**config.mk**
```make
export PLATFORM = sky130hd
export DESIGN_NAME = feistel_block_cipher_32_top
export DESIGN_NICKNAME = d
export VERILOG_FILES = /design/src/sv/fbc32_pkg.sv /design/src/sv/feistel_block_cipher_32_top.sv
export SDC_FILE = /design/constraint.sdc
export NUM_CORES = 1
export LEC_CHECK = 0
export BUFFER_PORTS_ARGS = -buffer_cell sky130_fd_sc_hd__buf_2
export CORE_MARGIN = 4
export CORE_UTILIZATION = 68
export CTS_CLUSTER_SIZE = 30
export DETAILED_ROUTE_END_ITERATION = 8
export PLACE_DENSITY = 0.91
export SYNTH_ARGS = -nofsm -noshare
export SYNTH_HDL_FRONTEND = slang
export SYNTH_SLANG_ARGS = --single-unit
export TNS_END_PERCENT = 5
```
**constraint.sdc**
```tcl
create_clock -name clk -period 6 [get_ports clk]
set_input_delay 0.3 -clock clk [delete_from_list [all_inputs] [get_ports clk]]
set_output_delay 0.3 -clock clk [all_outputs]
set_load 0.01 [all_outputs]
```
**src/sv/fbc32_pkg.sv**
```systemverilog
// ----------------------------------------------------------------------------
// fbc32_pkg
// Shared types, constants and round functions of the 32-bit Feistel cipher.
// ----------------------------------------------------------------------------
package fbc32_pkg;

  localparam int MAX_ROUNDS = 4;
  localparam int RND_W      = 3;
  localparam int CFG_IDX_W  = 2;
  localparam int CFG_DATA_W = 32;

  typedef enum logic [CFG_IDX_W-1:0] {
    REG_CIPHER_KEY   = 2'd0,
    REG_ROUND_COUNT  = 2'd1,
    REG_DECRYPT_MODE = 2'd2
  } cfg_reg_t;

  typedef struct packed {
    logic [31:0] block_in;
    logic        last_in;
  } in_beat_t;

  typedef struct packed {
    logic [31:0] block_out;
    logic        last_out;
  } out_beat_t;

  // Successor of each nibble in the substitution cycle.
  localparam logic [3:0] SBOX_NEXT [16] = '{
    4'd7, 4'd2, 4'd15, 4'd10, 4'd13, 4'd9, 4'd12, 4'd14,
    4'd3, 4'd0, 4'd6,  4'd8,  4'd5,  4'd1, 4'd4,  4'd11
  };

  function automatic logic [15:0] bit_perm(input logic [15:0] s);
    logic [15:0] p;
    logic [3:0]  src;
    logic [3:0]  dst;
    p = '0;
    for (int i = 0; i < 16; i++) begin
      src = 4'(15 - ((13 * i + 1) % 16));
      dst = 4'(15 - ((13 * (i + 1) + 1) % 16));
      p[dst] = s[src];
    end
    return p;
  endfunction

  function automatic logic [15:0] round_fn(input logic [15:0] x, input logic [15:0] k);
    logic [15:0] y;
    logic [15:0] s;
    y = x ^ k;
    for (int n = 0; n < 4; n++) begin
      s[4*n +: 4] = SBOX_NEXT[y[4*n +: 4]];
    end
    return bit_perm(s);
  endfunction

  function automatic logic [31:0] enc_round(input logic [31:0] b, input logic [15:0] k,
                                            input logic [31:0] w);
    return {b[15:0] ^ round_fn(b[31:16], k), b[31:16]} ^ w;
  endfunction

  function automatic logic [31:0] dec_round(input logic [31:0] b, input logic [15:0] k,
                                            input logic [31:0] w);
    logic [31:0] t;
    t = b ^ w;
    return {t[15:0], t[31:16] ^ round_fn(t[15:0], k)};
  endfunction

endpackage

```
**src/sv/feistel_block_cipher_32_top.sv**
```systemverilog
// ----------------------------------------------------------------------------
// feistel_block_cipher_32_top
// Pipelined 32-bit Feistel cipher with key whitening, one round per stage.
// ----------------------------------------------------------------------------
// Usage:
//   Input beats are taken on start when busy is low; busy never rises, so a
//   block may be presented in every cycle.
//   Each block passes through MAX_ROUNDS register stages, one Feistel round
//   per stage; a stage beyond the configured round count passes the block on.
//   The result leaves the last of these stages with out_valid high for
//   exactly one cycle, and results leave in input order.
//   Throughput is one block per cycle, set by the round pipeline.
//   The receiver cannot stall the output and must take every beat.
//   The user must write configuration through cfg_we, cfg_idx and cfg_wdata
//   only while no block is in flight (unenforced); unknown indexes are ignored.
//   Synchronous reset clears the pipeline valid bits and sets the key to
//   zero, the round count to four and the mode to encrypt.
// ----------------------------------------------------------------------------
module feistel_block_cipher_32_top (
  input  logic                                 clk,
  input  logic                                 rst_n,
  input  logic                                 start,
  output logic                                 busy,
  input  fbc32_pkg::in_beat_t                  in_data,
  output logic                                 out_valid,
  output fbc32_pkg::out_beat_t                 out_data,
  input  logic                                 cfg_we,
  input  logic [fbc32_pkg::CFG_IDX_W-1:0]      cfg_idx,
  input  logic [fbc32_pkg::CFG_DATA_W-1:0]     cfg_wdata
);
  import fbc32_pkg::*;

  logic [31:0]      key_r;
  logic [RND_W-1:0] rounds_r;
  logic             decrypt_r;

  logic [RND_W-1:0] n_eff;
  logic [15:0]      k0;
  logic [15:0]      k1;
  logic [31:0]      white;

  logic             vld_r  [MAX_ROUNDS];
  logic [31:0]      blk_r  [MAX_ROUNDS];
  logic             last_r [MAX_ROUNDS];

  always_ff @(posedge clk) begin
    if (!rst_n) begin
      key_r     <= '0;
      rounds_r  <= RND_W'(MAX_ROUNDS);
      decrypt_r <= 1'b0;
    end else if (cfg_we) begin
      unique case (cfg_reg_t'(cfg_idx))
        REG_CIPHER_KEY:   key_r     <= cfg_wdata[31:0];
        REG_ROUND_COUNT:  rounds_r  <= cfg_wdata[RND_W-1:0];
        REG_DECRYPT_MODE: decrypt_r <= cfg_wdata[0];
        default: ;
      endcase
    end
  end

  assign n_eff = (rounds_r > RND_W'(MAX_ROUNDS)) ? RND_W'(MAX_ROUNDS) : rounds_r;
  assign k0    = key_r[15:0];
  assign k1    = key_r[31:16];
  assign white = {k0 ^ k1, k0 ^ k1};
  assign busy  = 1'b0;

  for (genvar g = 0; g < MAX_ROUNDS; g++) begin : g_stage
    localparam logic [RND_W-1:0] STG = RND_W'(g);
    logic        vld_in;
    logic [31:0] blk_in;
    logic        last_in;
    logic        use_k1;
    logic [15:0] rkey;
    logic [31:0] blk_nxt;

    if (g == 0) begin : g_first
      assign vld_in  = start & ~busy;
      assign blk_in  = in_data.block_in;
      assign last_in = in_data.last_in;
    end else begin : g_rest
      assign vld_in  = vld_r[g-1];
      assign blk_in  = blk_r[g-1];
      assign last_in = last_r[g-1];
    end

    // In decrypt mode this stage runs round n-1-g, whose parity picks the key half.
    assign use_k1 = decrypt_r ? ~(n_eff[0] ^ STG[0]) : STG[0];
    assign rkey   = use_k1 ? k1 : k0;

    always_comb begin
      if (STG >= n_eff) begin
        blk_nxt = blk_in;
      end else if (decrypt_r) begin
        blk_nxt = dec_round(blk_in, rkey, white);
      end else begin
        blk_nxt = enc_round(blk_in, rkey, white);
      end
    end

    always_ff @(posedge clk) begin
      if (!rst_n) begin
        vld_r[g] <= 1'b0;
      end else begin
        vld_r[g] <= vld_in;
      end
    end

    always_ff @(posedge clk) begin
      blk_r[g]  <= blk_nxt;
      last_r[g] <= last_in;
    end
  end

  assign out_valid          = vld_r[MAX_ROUNDS-1];
  assign out_data.block_out = blk_r[MAX_ROUNDS-1];
  assign out_data.last_out  = last_r[MAX_ROUNDS-1];

endmodule

```
==> impl_metrics.toml <==
[finish]
syn2layout_area_growth_pct = 4.82
fin_nets = 2360
nFillCells = 1918
antenna_cells = 0
drive_gt1_share_pct = 8.69
fin_util_pct = 72.2

[worst_setup_path]
r2r_cells = 8
cp.required_ps = 6290
startpoint_type = "flip-flop"
reg2reg_from = "rounds_r[2]"
worstPathArrival_ps = 4180
r2r_slack_ps = 2110
path_class = "reg -> reg"
crit_path_end_kind = "flip-flop"
worstPathMaxFanout = 89
rr_endpoint = "blk_r[2][25]"

[synthesis]
synth_cells = 2309
synth-edff-count = 0
synth.distinct_cells = 64
syn_area_per_cell_um2 = 7.24
yosys_warnings = 0
synth.most_common_cell = "nor2_1"
netlist_area_mm2 = 0.0167
ys_top_cells_by_area = "dfxtp_1 (21%), xnor2_1 (9.4%), nand2b_1 (8.8%), nor2b_1 (6.9%), a21oi_1 (5.8%)"
netlist.area_leader.share_pct = 20.6
syn_nets = 2380
seq_area_frac_synth_pct = 20.6
synthFlopType = "dfxtp_1"
ys_top_cells_by_count = "nor2_1 (246), nand2b_1 (234), a21oi_1 (193)"
synth_top_area_cell = "dfxtp_1"
async_reset_ff_share_pct = 0
ys_ff_latch = 172

[sta]
hold_violations = 0
min_period_over_period_pct = 64.8
tns_ps = 0
slew_headroom_pct = 22.4
drv_slew = 0
rsz0062_at_grt = "no"
skew_ps = 9.95
tightest_slew_ps = 1160
setup_viol = 0
period_needed_ps = 3890
fmax_ghz = 0.257

[routing]
vias_per_cell = 6.58
totalWireLength_mm = 49.9
wl_met1_mm = 19.2
drt-pass1-iter-count = 6
drt_iter0_markers = 2323
ant_nets = 0
wl_per_cell_um = 19.0
top_layer = "met4"
vias = 17300
drc = 0
met3RoutedLength_mm = 5.19
route.met2.wl_mm = 23.0

[clocking]
cts_setup_buffers = 0
htreeDepth = 4
clk_pin_slew_ps = 80
clkLatencyLatePin_ps = 440
cts_tree = "built"
clkSinkCount = 172
cts_made_buffers = 17
clockRootBuffer = "clkbuf_16"
ctsHoldBuffers = 1
cts.repair.resized = 0
cts_max_path_buffers = 2

[pwr]
p_per_area_mw_per_mm2 = 382
ir_drop_v = 0.000192
power_leakage_nw = 6.45

[run]
drv_cap = 0

[die]
die_w_um = 165
dieHeight_um = 165
start_util_pct = 68.9
fp.coreArea_mm2 = 0.0242
ios = 106
dieArea_mm2 = 0.0271
num_rows = 57

[global_routing]
antenna_found_initial = 0
grt_overflow = 0
grt_max_degree = 200
grt_pass1_wl_mm = 78.8
grt_pass1_vias = 15700
grt_usage_pct = 35.8

[hold_path]
hp-start = "start"
hold_end = "vld_r[0][0]"
hp-class = "in -> reg"
hold_depth = 2

[place]
dp_hpwl_mm = 33.8
port_buffers = 104
place.gp.congestion = 0.945

[outcome]
status = "complete, no violations"
[cell families (layout without fill, tap and decap cells)]
kind of cell,count (synthesis),count (layout),share of synthesized area (%)
AND/OR/NAND/NOR,1029,1029,33.3
AO/OA/AOI/OAI,677,677,26.7
XOR/XNOR,266,266,14.2
flip-flops,172,172,20.6
buffers and inverters,159,152,4.91
multiplexers,5,5,0.307
other,1,1,0.0224
[per-stage QoR]
stage          hold slack (ps)  std cells  total power, mW  instance area [um^2]  worst slack [ps]
5_1_grt                   59.6       2626             7.13                 17500              1950
2_1_floorplan              310       2309             4.63                 16700              3910
6_report                  52.2       2626             6.69                 17500              2110
3_3_place_gp               310       2593             5.30                 16900              2340
4_1_cts                   46.6       2626             6.61                 17500              2250
3_5_place_dp               313       2593             5.47                 16900              2260
[layout by cell type, fill, tap and decap left out, types with 61 or more instances in the layout]
cell type,n
o22ai_1,78
nand2_1,150
xnor2_1,180
buf_2,104
xor2_1,81
nor2b_1,184
nor2_1,246
dfxtp_1,170
nand4b_1,64
a211oi_1,72
nand3_1,65
o21ai_0,61
a21oi_1,193
nand2b_1,234
[final cells by class]
| cell class | count | area (um^2) | share of cell area [%] |
|---|---|---|---|
| multi-input combinational | 1978 | 12500 | 71.1 |
| sequential | 172 | 3450 | 19.7 |
| timing repair buffer | 115 | 618 | 3.53 |
| clock buffer | 19 | 443 | 2.53 |
| tap | 324 | 405 | 2.31 |
| clock inverter | 13 | 119 | 0.679 |
| inverter | 5 | 21.3 | 0.121 |
[state kept, by name, indices dropped and copies added, names as in the netlist]
register,flops
blk_r,128
vld_r,4
key_r,32
decrypt_r,1
last_r,4
rounds_r,3
[report_power, final]
group	internal [mW]	leakage, nW	switching (mW)	total [mW]
Clock	0.562	0.278	0.547	1.11
Sequential	1.56	1.44	0.573	2.13
Combinational	1.62	4.73	1.83	3.45
Total	3.74	6.45	2.95	6.69
[worst max-delay path by stage]
stage                startpoint            to  slack (ps)  cells past startpoint
floorplan           rounds_r[2]  blk_r[3][15]        3910                      8
detailed placement  rounds_r[2]   blk_r[3][4]        2260                      7
global placement    rounds_r[2]   blk_r[3][6]        2340                      8
global route        rounds_r[2]  blk_r[2][25]        1950                      8
finish              rounds_r[2]  blk_r[2][25]        2110                      8
CTS                 rounds_r[2]   blk_r[3][4]        2250                      7
[worst max-delay path: stages (launching register included)]
cell	delay (ps)
dfxtp_2	710
nand2b_4	910
buf_4	780
nand4b_1	170
nand3_1	310
nor2_1	90
o32ai_1	390
xor2_1	210
a21oi_1	90
[metal layers]
metal / GRT usage, % / up-vias
met4: 18.4 / 0
li1: - / 8073
met5: 0 / -
met2: 57.5 / 968
met3: 6.19 / 196
met1: 46.3 / 8052
Power figures use the tool's default switching activity.
